`src/rtl/windowed_score_fusion_defines.svh`:
```
// Assertion macros shared by the windowed score fusion RTL
`ifndef WINDOWED_SCORE_FUSION_DEFINES_SVH
`define WINDOWED_SCORE_FUSION_DEFINES_SVH

`ifndef SYNTHESIS
`define WSF_ASSERT(label, prop) \
	label: assert property (@(posedge clk) disable iff (!arst_n) prop) \
		else $error("wsf assertion failed");
`define WSF_NEVER(label, expr) \
	label: assert property (@(posedge clk) disable iff (!arst_n) !(expr)) \
		else $error("wsf forbidden condition");
`else
`define WSF_ASSERT(label, prop)
`define WSF_NEVER(label, expr)
`endif

`endif

```
`src/rtl/wsf_pkg.sv`:
```
package wsf_pkg;

	localparam int NUM_CLIENTS = 8;
	localparam int MAX_FRAMES  = 5;

	localparam int CLIENT_W = (NUM_CLIENTS > 1) ? $clog2(NUM_CLIENTS) : 1;
	localparam int POS_W    = (MAX_FRAMES > 1) ? $clog2(MAX_FRAMES) : 1;
	localparam int FILL_W   = $clog2(MAX_FRAMES + 1);
	localparam int HIST_DEPTH = NUM_CLIENTS * MAX_FRAMES;
	localparam int ADDR_W   = (HIST_DEPTH > 1) ? $clog2(HIST_DEPTH) : 1;

	localparam int SLOT_IN_W = 3;
	localparam int ID_W      = 17;
	localparam int SIM_W     = 16;
	localparam int TIME_W    = 32;
	localparam int WIN_W     = 16;
	localparam int LIMIT_W   = 3;
	localparam int COUNT_W   = 3;

	localparam int SLOT_LSB = 0;
	localparam int ID_LSB   = SLOT_LSB + SLOT_IN_W;
	localparam int SIM_LSB  = ID_LSB + ID_W;
	localparam int TIME_LSB = SIM_LSB + SIM_W;

	localparam int IN_TDATA_W  = 72;
	localparam int OUT_TDATA_W = 56;

	localparam int CFG_IDX_W  = 2;
	localparam int CFG_DATA_W = 16;
	localparam logic [CFG_IDX_W-1:0] REG_WINDOW = 2'd0;
	localparam logic [CFG_IDX_W-1:0] REG_LIMIT  = 2'd1;
	localparam logic [CFG_IDX_W-1:0] REG_THRESH = 2'd2;

	localparam logic [WIN_W-1:0]   WINDOW_RST = 16'd900;
	localparam logic [LIMIT_W-1:0] LIMIT_RST  = 3'd5;
	localparam logic [SIM_W-1:0]   THRESH_RST = 16'd45875;

	localparam int QUEUE_DEPTH = 2;
	localparam int QPTR_W      = 1;
	localparam int QCNT_W      = 2;

	typedef struct packed {
		logic [CLIENT_W-1:0]    slot;
		logic [ADDR_W-1:0]      base;
		logic signed [ID_W-1:0] id;
		logic [SIM_W-1:0]       sim;
		logic [TIME_W-1:0]      time_ms;
	} item_t;

	typedef struct packed {
		logic signed [ID_W-1:0] id;
		logic [SIM_W-1:0]       sim;
		logic [TIME_W-1:0]      time_ms;
	} entry_t;

	typedef struct packed {
		logic [WIN_W-1:0]   window_ms;
		logic [LIMIT_W-1:0] frame_limit;
		logic [SIM_W-1:0]   accept_threshold;
	} cfg_t;

	typedef struct packed {
		logic signed [ID_W-1:0] final_id;
		logic [SIM_W-1:0]       best_similarity;
		logic signed [ID_W-1:0] best_id;
		logic [COUNT_W-1:0]     best_id_count;
		logic                   accepted;
	} res_t;

	function automatic logic [CLIENT_W-1:0] slot_reduce(logic [SLOT_IN_W-1:0] s);
		int v;
		v = int'(s);
		for (int i = 0; i < 8; i++) begin
			if (v >= NUM_CLIENTS) v = v - NUM_CLIENTS;
		end
		return CLIENT_W'(v);
	endfunction

	function automatic logic [ADDR_W-1:0] slot_base(logic [CLIENT_W-1:0] s);
		return ADDR_W'(int'(s) * MAX_FRAMES);
	endfunction

	function automatic logic [POS_W-1:0] pos_add(logic [POS_W-1:0] a, logic [FILL_W-1:0] b);
		int s;
		s = int'(a) + int'(b);
		if (s >= MAX_FRAMES) s = s - MAX_FRAMES;
		return POS_W'(s);
	endfunction

	function automatic logic [FILL_W-1:0] limit_clamp(logic [LIMIT_W-1:0] l);
		int v;
		v = int'(l);
		if (v == 0) v = 1;
		if (v > MAX_FRAMES) v = MAX_FRAMES;
		return FILL_W'(v);
	endfunction

endpackage

```
`src/rtl/wsf_front.sv`:
```
module wsf_front (
	input  logic                            clk,
	input  logic                            arst_n,
	input  logic                            s_tvalid,
	output logic                            s_tready,
	input  logic [wsf_pkg::IN_TDATA_W-1:0]  s_tdata,
	output logic                            push,
	output wsf_pkg::item_t                  push_item,
	input  logic                            q_full
);
	import wsf_pkg::*;

	logic  valid_s1;
	item_t item_s1;
	item_t item_in;

	always_comb begin
		item_in.slot    = slot_reduce(s_tdata[SLOT_LSB +: SLOT_IN_W]);
		item_in.base    = slot_base(item_in.slot);
		item_in.id      = s_tdata[ID_LSB +: ID_W];
		item_in.sim     = s_tdata[SIM_LSB +: SIM_W];
		item_in.time_ms = s_tdata[TIME_LSB +: TIME_W];
	end

	assign s_tready  = !valid_s1 || !q_full;
	assign push      = valid_s1 && !q_full;
	assign push_item = item_s1;

	always_ff @(posedge clk or negedge arst_n) begin
		if (!arst_n) begin
			valid_s1 <= 1'b0;
		end else if (s_tready) begin
			valid_s1 <= s_tvalid;
		end
	end

	always_ff @(posedge clk) begin
		if (s_tready && s_tvalid) begin
			item_s1 <= item_in;
		end
	end

endmodule

```
`src/rtl/wsf_fifo.sv`:
```
`include "windowed_score_fusion_defines.svh"

module wsf_fifo (
	input  logic           clk,
	input  logic           arst_n,
	input  logic           push,
	input  wsf_pkg::item_t push_item,
	output logic           full,
	input  logic           pop,
	output wsf_pkg::item_t pop_item,
	output logic           empty
);
	import wsf_pkg::*;

	item_t             slots_q [QUEUE_DEPTH];
	logic [QPTR_W-1:0] wr_ptr_q;
	logic [QPTR_W-1:0] rd_ptr_q;
	logic [QCNT_W-1:0] count_q;

	function automatic logic [QPTR_W-1:0] ptr_inc(logic [QPTR_W-1:0] p);
		return (p == QPTR_W'(QUEUE_DEPTH - 1)) ? '0 : p + QPTR_W'(1);
	endfunction

	assign full     = (count_q == QCNT_W'(QUEUE_DEPTH));
	assign empty    = (count_q == '0);
	assign pop_item = slots_q[rd_ptr_q];

	always_ff @(posedge clk or negedge arst_n) begin
		if (!arst_n) begin
			wr_ptr_q <= '0;
			rd_ptr_q <= '0;
			count_q  <= '0;
		end else begin
			if (push) wr_ptr_q <= ptr_inc(wr_ptr_q);
			if (pop) rd_ptr_q <= ptr_inc(rd_ptr_q);
			if (push && !pop) count_q <= count_q + QCNT_W'(1);
			else if (pop && !push) count_q <= count_q - QCNT_W'(1);
		end
	end

	always_ff @(posedge clk) begin
		if (push) slots_q[wr_ptr_q] <= push_item;
	end

	`WSF_NEVER(a_q_overflow, push && full)
	`WSF_NEVER(a_q_underflow, pop && empty)

endmodule

```
`src/rtl/wsf_back.sv`:
```
`include "windowed_score_fusion_defines.svh"

module wsf_back (
	input  logic           clk,
	input  logic           arst_n,
	input  wsf_pkg::cfg_t  cfg,
	input  logic           q_empty,
	input  wsf_pkg::item_t q_item,
	output logic           q_pop,
	output logic           res_valid,
	input  logic           res_ready,
	output wsf_pkg::res_t  res
);
	import wsf_pkg::*;

	typedef enum logic [2:0] {
		S_IDLE,
		S_AGE_RD,
		S_AGE_CHK,
		S_LIMIT,
		S_SCAN,
		S_OUT
	} state_t;

	state_t                 state_q;
	item_t                  item_q;
	logic [POS_W-1:0]       old_q;
	logic [FILL_W-1:0]      fill_q;
	logic [POS_W-1:0]       oldest_pos_q [NUM_CLIENTS];
	logic [FILL_W-1:0]      fill_count_q [NUM_CLIENTS];
	logic [FILL_W-1:0]      k_q;
	logic [FILL_W-1:0]      rx_q;
	logic                   pass_q;
	logic                   rd_vld_q;
	logic [SIM_W-1:0]       best_sim_q;
	logic signed [ID_W-1:0] best_id_q;
	logic [FILL_W-1:0]      cnt_q;
	logic                   out_valid_q;
	res_t                   out_q;

	entry_t                 hist_mem [HIST_DEPTH];
	entry_t                 ent_q;

	logic [POS_W-1:0]       cur_old;
	logic [FILL_W-1:0]      cur_fill;
	logic [POS_W-1:0]       old1;
	logic [FILL_W-1:0]      fill1;
	logic                   mem_we;
	logic [ADDR_W-1:0]      mem_waddr;
	entry_t                 mem_wdata;
	logic                   scan_re;
	logic                   mem_re;
	logic [FILL_W-1:0]      rd_pos;
	logic [ADDR_W-1:0]      mem_raddr;
	logic [TIME_W-1:0]      age;
	logic [FILL_W-1:0]      lim;
	logic                   acc;
	logic                   res_load;

	always_comb begin
		cur_old  = oldest_pos_q[q_item.slot];
		cur_fill = fill_count_q[q_item.slot];
		if (cur_fill >= FILL_W'(MAX_FRAMES)) begin
			old1  = pos_add(cur_old, FILL_W'(1));
			fill1 = cur_fill - FILL_W'(1);
		end else begin
			old1  = cur_old;
			fill1 = cur_fill;
		end
	end

	assign q_pop     = (state_q == S_IDLE) && !q_empty;
	assign mem_we    = q_pop;
	assign mem_waddr = q_item.base + ADDR_W'(pos_add(old1, fill1));
	assign mem_wdata = '{id: q_item.id, sim: q_item.sim, time_ms: q_item.time_ms};

	assign scan_re   = (state_q == S_SCAN) && (k_q < fill_q);
	assign mem_re    = (state_q == S_AGE_RD) || scan_re;
	assign rd_pos    = (state_q == S_SCAN) ? k_q : '0;
	assign mem_raddr = item_q.base + ADDR_W'(pos_add(old_q, rd_pos));

	assign age = item_q.time_ms - ent_q.time_ms;
	assign lim = limit_clamp(cfg.frame_limit);
	assign acc = !best_id_q[ID_W-1] && (best_sim_q > cfg.accept_threshold);
	assign res_load = (state_q == S_OUT) && (!out_valid_q || res_ready);

	assign res_valid = out_valid_q;
	assign res       = out_q;

	always_ff @(posedge clk) begin
		if (mem_we) hist_mem[mem_waddr] <= mem_wdata;
		if (mem_re) ent_q <= hist_mem[mem_raddr];
	end

	always_ff @(posedge clk or negedge arst_n) begin
		if (!arst_n) begin
			state_q     <= S_IDLE;
			item_q      <= '0;
			old_q       <= '0;
			fill_q      <= '0;
			k_q         <= '0;
			rx_q        <= '0;
			pass_q      <= 1'b0;
			rd_vld_q    <= 1'b0;
			best_sim_q  <= '0;
			best_id_q   <= '0;
			cnt_q       <= '0;
			out_valid_q <= 1'b0;
			out_q       <= '0;
			for (int i = 0; i < NUM_CLIENTS; i++) begin
				oldest_pos_q[i] <= '0;
				fill_count_q[i] <= '0;
			end
		end else begin
			rd_vld_q <= scan_re;
			if (res_load) out_valid_q <= 1'b1;
			else if (out_valid_q && res_ready) out_valid_q <= 1'b0;
			unique case (state_q)
				S_IDLE: begin
					if (!q_empty) begin
						item_q  <= q_item;
						old_q   <= old1;
						fill_q  <= fill1 + FILL_W'(1);
						state_q <= S_AGE_RD;
					end
				end
				S_AGE_RD: begin
					state_q <= S_AGE_CHK;
				end
				S_AGE_CHK: begin
					if ((age > TIME_W'(cfg.window_ms)) && (fill_q != '0)) begin
						old_q   <= pos_add(old_q, FILL_W'(1));
						fill_q  <= fill_q - FILL_W'(1);
						state_q <= S_AGE_RD;
					end else begin
						state_q <= S_LIMIT;
					end
				end
				S_LIMIT: begin
					if (fill_q > lim) begin
						old_q  <= pos_add(old_q, fill_q - lim);
						fill_q <= lim;
					end
					k_q     <= '0;
					rx_q    <= '0;
					pass_q  <= 1'b0;
					cnt_q   <= '0;
					state_q <= S_SCAN;
				end
				S_SCAN: begin
					if (rd_vld_q && !pass_q && (rx_q == fill_q - FILL_W'(1))) begin
						pass_q <= 1'b1;
						k_q    <= '0;
						rx_q   <= '0;
					end else begin
						if (scan_re) k_q <= k_q + FILL_W'(1);
						if (rd_vld_q) rx_q <= rx_q + FILL_W'(1);
					end
					if (rd_vld_q) begin
						if (!pass_q) begin
							if ((rx_q == '0) || (ent_q.sim > best_sim_q)) begin
								best_sim_q <= ent_q.sim;
								best_id_q  <= ent_q.id;
							end
						end else if (ent_q.id == best_id_q) begin
							cnt_q <= cnt_q + FILL_W'(1);
						end
						if (pass_q && (rx_q == fill_q - FILL_W'(1))) begin
							state_q <= S_OUT;
						end
					end
				end
				S_OUT: begin
					if (res_load) begin
						out_q.final_id        <= acc ? best_id_q : '1;
						out_q.best_similarity <= best_sim_q;
						out_q.best_id         <= best_id_q;
						out_q.best_id_count   <= COUNT_W'(cnt_q);
						out_q.accepted        <= acc;
						oldest_pos_q[item_q.slot] <= old_q;
						fill_count_q[item_q.slot] <= fill_q;
						state_q               <= S_IDLE;
					end
				end
				default: begin
					state_q <= S_IDLE;
				end
			endcase
		end
	end

	`WSF_ASSERT(a_fill_range, (state_q != S_IDLE) |-> (fill_q != '0) && (fill_q <= 3'd5))
	`WSF_ASSERT(a_count_nonzero, res_load |-> (cnt_q != '0) && (cnt_q <= fill_q))
	`WSF_NEVER(a_scan_overrun, (state_q == S_SCAN) && (rx_q > k_q))

endmodule

```
`src/rtl/windowed_score_fusion.sv`:
```
// Path from input beat to result beat: front register, queue, then the back sequencer, which
// handles one item at a time; the front register and queue can take new items while it is busy.
// The back sequencer reads the history memory once per age check and twice per kept entry
// (max pass, count pass); each client keeps 1 to 5 entries.
// Reset: histories empty, registers at 900 / 5 / 45875; history memory is not cleared.
`include "windowed_score_fusion_defines.svh"

module windowed_score_fusion (
	input  logic                             clk,
	input  logic                             arst_n,
	input  logic                             s_tvalid,
	output logic                             s_tready,
	// client_slot[2:0], candidate_id[19:3], similarity[35:20], time_ms[67:36], zero pad
	input  logic [wsf_pkg::IN_TDATA_W-1:0]   s_tdata,
	output logic                             m_tvalid,
	input  logic                             m_tready,
	// final_id[16:0], best_similarity[32:17], best_id[49:33], best_id_count[52:50],
	// accepted[53], zero pad
	output logic [wsf_pkg::OUT_TDATA_W-1:0]  m_tdata,
	input  logic                             cfg_we,
	input  logic [wsf_pkg::CFG_IDX_W-1:0]    cfg_idx,
	input  logic [wsf_pkg::CFG_DATA_W-1:0]   cfg_wdata
);
	import wsf_pkg::*;

	cfg_t  cfg_q;
	logic  push;
	item_t push_item;
	logic  q_full;
	logic  q_pop;
	item_t q_item;
	logic  q_empty;
	res_t  res;

	always_ff @(posedge clk or negedge arst_n) begin
		if (!arst_n) begin
			cfg_q.window_ms        <= WINDOW_RST;
			cfg_q.frame_limit      <= LIMIT_RST;
			cfg_q.accept_threshold <= THRESH_RST;
		end else if (cfg_we) begin
			unique case (cfg_idx)
				REG_WINDOW: cfg_q.window_ms        <= cfg_wdata[WIN_W-1:0];
				REG_LIMIT:  cfg_q.frame_limit      <= cfg_wdata[LIMIT_W-1:0];
				REG_THRESH: cfg_q.accept_threshold <= cfg_wdata[SIM_W-1:0];
				default: begin
				end
			endcase
		end
	end

	wsf_front u_front (
		.clk       (clk),
		.arst_n    (arst_n),
		.s_tvalid  (s_tvalid),
		.s_tready  (s_tready),
		.s_tdata   (s_tdata),
		.push      (push),
		.push_item (push_item),
		.q_full    (q_full)
	);

	wsf_fifo u_fifo (
		.clk       (clk),
		.arst_n    (arst_n),
		.push      (push),
		.push_item (push_item),
		.full      (q_full),
		.pop       (q_pop),
		.pop_item  (q_item),
		.empty     (q_empty)
	);

	wsf_back u_back (
		.clk       (clk),
		.arst_n    (arst_n),
		.cfg       (cfg_q),
		.q_empty   (q_empty),
		.q_item    (q_item),
		.q_pop     (q_pop),
		.res_valid (m_tvalid),
		.res_ready (m_tready),
		.res       (res)
	);

	assign m_tdata = {2'b00, res.accepted, res.best_id_count, res.best_id,
		res.best_similarity, res.final_id};

	`WSF_ASSERT(a_accept_consistent, m_tvalid |-> (res.final_id == (res.accepted ? res.best_id : '1)))

endmodule

```
`config.mk`:
```
export PLATFORM = sky130hd
export DESIGN_NAME = windowed_score_fusion
export DESIGN_NICKNAME = d
export VERILOG_FILES = /design/src/rtl/wsf_pkg.sv /design/src/rtl/wsf_front.sv /design/src/rtl/wsf_fifo.sv /design/src/rtl/wsf_back.sv /design/src/rtl/windowed_score_fusion.sv
export VERILOG_INCLUDE_DIRS = /design/src /design/src/rtl
export SDC_FILE = /design/constraint.sdc
export NUM_CORES = 2
export LEC_CHECK = 0
export BUFFER_PORTS_ARGS = -buffer_cell sky130_fd_sc_hd__buf_2
export CORE_MARGIN = 2
export CORE_UTILIZATION = 60
export CTS_BUF_LIST = sky130_fd_sc_hd__clkbuf_16
export DETAILED_ROUTE_END_ITERATION = 8
export PLACE_DENSITY = 0.76
export REMOVE_ABC_BUFFERS = 1
export SLEW_MARGIN = 10
export SYNTH_ARGS = -nofsm -noshare
export SYNTH_HDL_FRONTEND = slang
export SYNTH_SLANG_ARGS = --single-unit
```
`constraint.sdc`:
```
create_clock -name clk -period 20 [get_ports clk]
set_input_delay 4 -clock clk [delete_from_list [all_inputs] [get_ports clk]]
set_output_delay 4 -clock clk [all_outputs]
set_load 0.005 [all_outputs]
```
==> flow_metrics.py <==
metrics = {
    "route": {
        "wl_um": 312000,
        "via_count": 61214,
        "viasPerCell": 6.81,
        "drtPass1Iterations": 9,
        "drt_iter0_drc": 8688,
        "final_antenna_net_count": 0,
        "wl_per_cell_um": 34.7,
        "drc_errors": 0,
    },
    "cells_and_area": {
        "final_util": 0.675,
        "layout_commonest_cell": "edfxtp_1",
        "syn_to_final_growth_pct": 11.7,
        "drive_gt1_frac": 0.279,
        "final_nets": 6294,
        "final_cell_mix": "edfxtp_1, mux4_2, clkbuf_16",
    },
    "floorplanning": {
        "fp.dieArea_mm2": 0.207,
        "num_rows": 165,
        "dieWidth_um": 455,
        "die_h_um": 455,
        "core_mm2": 0.202,
        "ios": 153,
        "start_util": 0.604,
    },
    "hold_path": {
        "min_path_type": "reg -> reg",
    },
    "global_route": {
        "antenna_found_initial": 11,
        "grtUsageTotal": 0.302,
        "grt_pass1_vias": 62049,
        "grt_max_degree": 116,
        "grt-ovfl-total": 0,
        "grt_pass1_wl_um": 444000,
    },
    "clock_network": {
        "cts_resized": 0,
        "path_clk_slew_ps": 60,
        "htreeDepth": 5,
        "clock_latency_ps": 970,
        "cts_setup_buffers": 0,
        "root_buffer": "clkbuf_16",
        "clock_sinks": 3116,
        "cts_buffers": 320,
        "hold_buffers": 0,
        "cts_tree": "built",
        "clockBufferDepth": 4,
    },
    "yosys": {
        "synth_edf_count": 2881,
        "syn-cell-area_mm2": 0.122,
        "synth_ff_type": "edfxtp_1",
        "ys_types": 82,
        "async_flop_share": 0.0754,
        "synthCells": 5737,
        "ys_seq_elements": 3116,
        "yosysSeqAreaShare": 0.756,
        "yosysWarnings": 0,
        "syn_avg_cell_area_um2": 21.3,
    },
    "timing": {
        "fin_crit_sh": 0.513,
        "rsz0062_at_grt": "false",
        "setup_viol": 0,
        "period_minus_slack_ps": 10250,
        "worst_slew_pin_slew_ps": 1170,
        "slew_viol_final": 0,
        "slew_headroom": 0.218,
        "fin_worst_skew_ps": 70.4,
        "max_freq_ghz": 0.0975,
        "hold_viol": 0,
    },
    "place": {
        "port_buffers": 146,
        "globalplace.congestion": 0.890,
        "dp_hpwl_um": 163000,
    },
    "critical_path": {
        "worstPathMaxFanout": 33,
        "worst_ep_arrival_time_ps": 10800,
        "critPathCaptureType": "flip-flop",
        "critPathKind": "reg -> reg",
        "critPathLaunchType": "flip-flop",
        "crit_required_ps": 20550,
    },
    "run_status": {
        "status": "finished, final reports clean",
    },
    "flow_run": {
        "cap_violations": 0,
    },
}
## routing by layer
layer	routed length [um]	vias to the layer above	track usage	share of wire
met3	30200	652	0.0540	0.097
met1	113000	32341	0.411	0.36
met5	13	-	0	0.000042
met4	14700	2	0.127	0.047
met2	153000	3879	0.490	0.49
li1	-	24340	-	-
## worst paths after layout
kind | slack, ps | depth (start not counted) | startpoint | endpoint
worst min register to register | 430 | 0 | u_front.push_item[52]$_DFFE_PP_ | u_fifo.slots_q[1][52]$_DFFE_PP_
worst max register to register | 9750 | 26 | u_fifo.rd_ptr_q$_DFFE_PN0P_ | u_back.hist_mem[0][16]$_DFFE_PP_
worst max-delay path | 9750 | 26 | u_fifo.rd_ptr_q$_DFFE_PN0P_ | u_back.hist_mem[0][16]$_DFFE_PP_
min in group asynchronous | 3030 | 1 | arst_n | u_back.item_q[7]$_DFFE_PN0P_
worst min-delay path | 430 | 0 | u_front.push_item[52]$_DFFE_PP_ | u_fifo.slots_q[1][52]$_DFFE_PP_
max in group asynchronous | 14730 | 3 | arst_n | u_back.res[43]$_DFFE_PN0P_
## flip-flops by register name (all words and copies together) (netlist names), 16 cells and up
| register | count |
|---|---|
| u_back.fill_count_q | 24 |
| u_back.best_sim_q | 16 |
| cfg_q | 35 |
| u_front.push_item | 72 |
| u_back.res | 54 |
| u_back.hist_mem | 2600 |
| u_fifo.slots_q | 144 |
| u_back.item_q | 39 |
| u_back.oldest_pos_q | 24 |
| u_back.best_id_q | 17 |
| u_back.ent_q | 65 |
## Yosys cell counts, types with 7 or more instances
cell / n / area [um^2]
dfrtp_1: 220 / 5510
nor2b_1: 81 / 507
and2_1: 9 / 56.3
nand4_1: 24 / 150
o21a_1: 21 / 158
a21oi_1: 126 / 631
o21ai_0: 91 / 455
dfstp_2: 15 / 394
o211ai_1: 8 / 60.1
nand2_1: 203 / 762
and3_1: 10 / 62.6
buf_1: 60 / 225
nor4_1: 9 / 56.3
mux2_2: 182 / 2050
a211oi_1: 82 / 616
o21ai_1: 10 / 50.1
xor2_1: 26 / 228
or3_1: 7 / 43.8
ha_1: 123 / 1540
a21o_1: 13 / 97.6
mux2i_1: 88 / 881
mux4_2: 788 / 17700
nand2b_1: 16 / 100
clkbuf_1: 201 / 754
xnor2_1: 46 / 403
edfxtp_1: 2881 / 86500
fa_1: 7 / 140
nor3_1: 19 / 95.1
buf_2: 8 / 40.0
nand3_1: 39 / 195
nor2_1: 106 / 398
inv_1: 114 / 428
## cells by family after synthesis
group	after synthesis	share of synthesized area
simple gates	550	0.0217
xor+xnor	73	0.00529
other cells	1	0.0000307
fa+ha+maj	130	0.0137
mux	1062	0.170
compound gates	416	0.0215
buf+inv	389	0.0122
flops	3116	0.756
## worst max-delay path, cell delays in order (launching register included)
cell,delay (ps)
dfrtp_4,860
mux2i_4,790
mux4_2,600
mux2i_1,320
inv_1,120
ha_1,230
nand2_1,70
nand2_1,60
o21ai_2,80
nand2_2,90
xnor2_2,160
ha_1,240
fa_1,590
inv_1,70
ha_1,190
nor2b_1,150
o21ai_0,100
a211oi_1,470
mux2_2,440
fa_1,490
a21oi_1,180
nor2_1,70
xnor2_1,390
nand3b_1,690
nor2_4,960
buf_4,730
buf_4,650
## metrics by stage
stage	TNS (ps)	hold slack (ps)	area [um^2]	instances	setup slack, ps
final	0	433	137000	8990	9750
after global routing	0	433	137000	8985	9270
after detailed placement	0	430	127000	8419	9880
after floorplan	-577550	421	121000	5465	-8890
after CTS	0	440	137000	8983	9770
after global placement	0	422	127000	8419	9890
## layout make-up
type                            instances  area (um^2)
Fill cell                           12167        65700
Timing Repair Buffer                  282         1810
Tap cell                             2672         3340
Multi-Input combinational cell       2233        28800
Inverter                              116          435
Antenna cell                            7         17.5
Sequential cell                      3116        92400
Clock inverter                        240         1680
Clock buffer                          324         8110
Power is left out: the tool's default activity adds up to more than one toggle a clock period on the data nets, which glitch-free logic cannot reach.
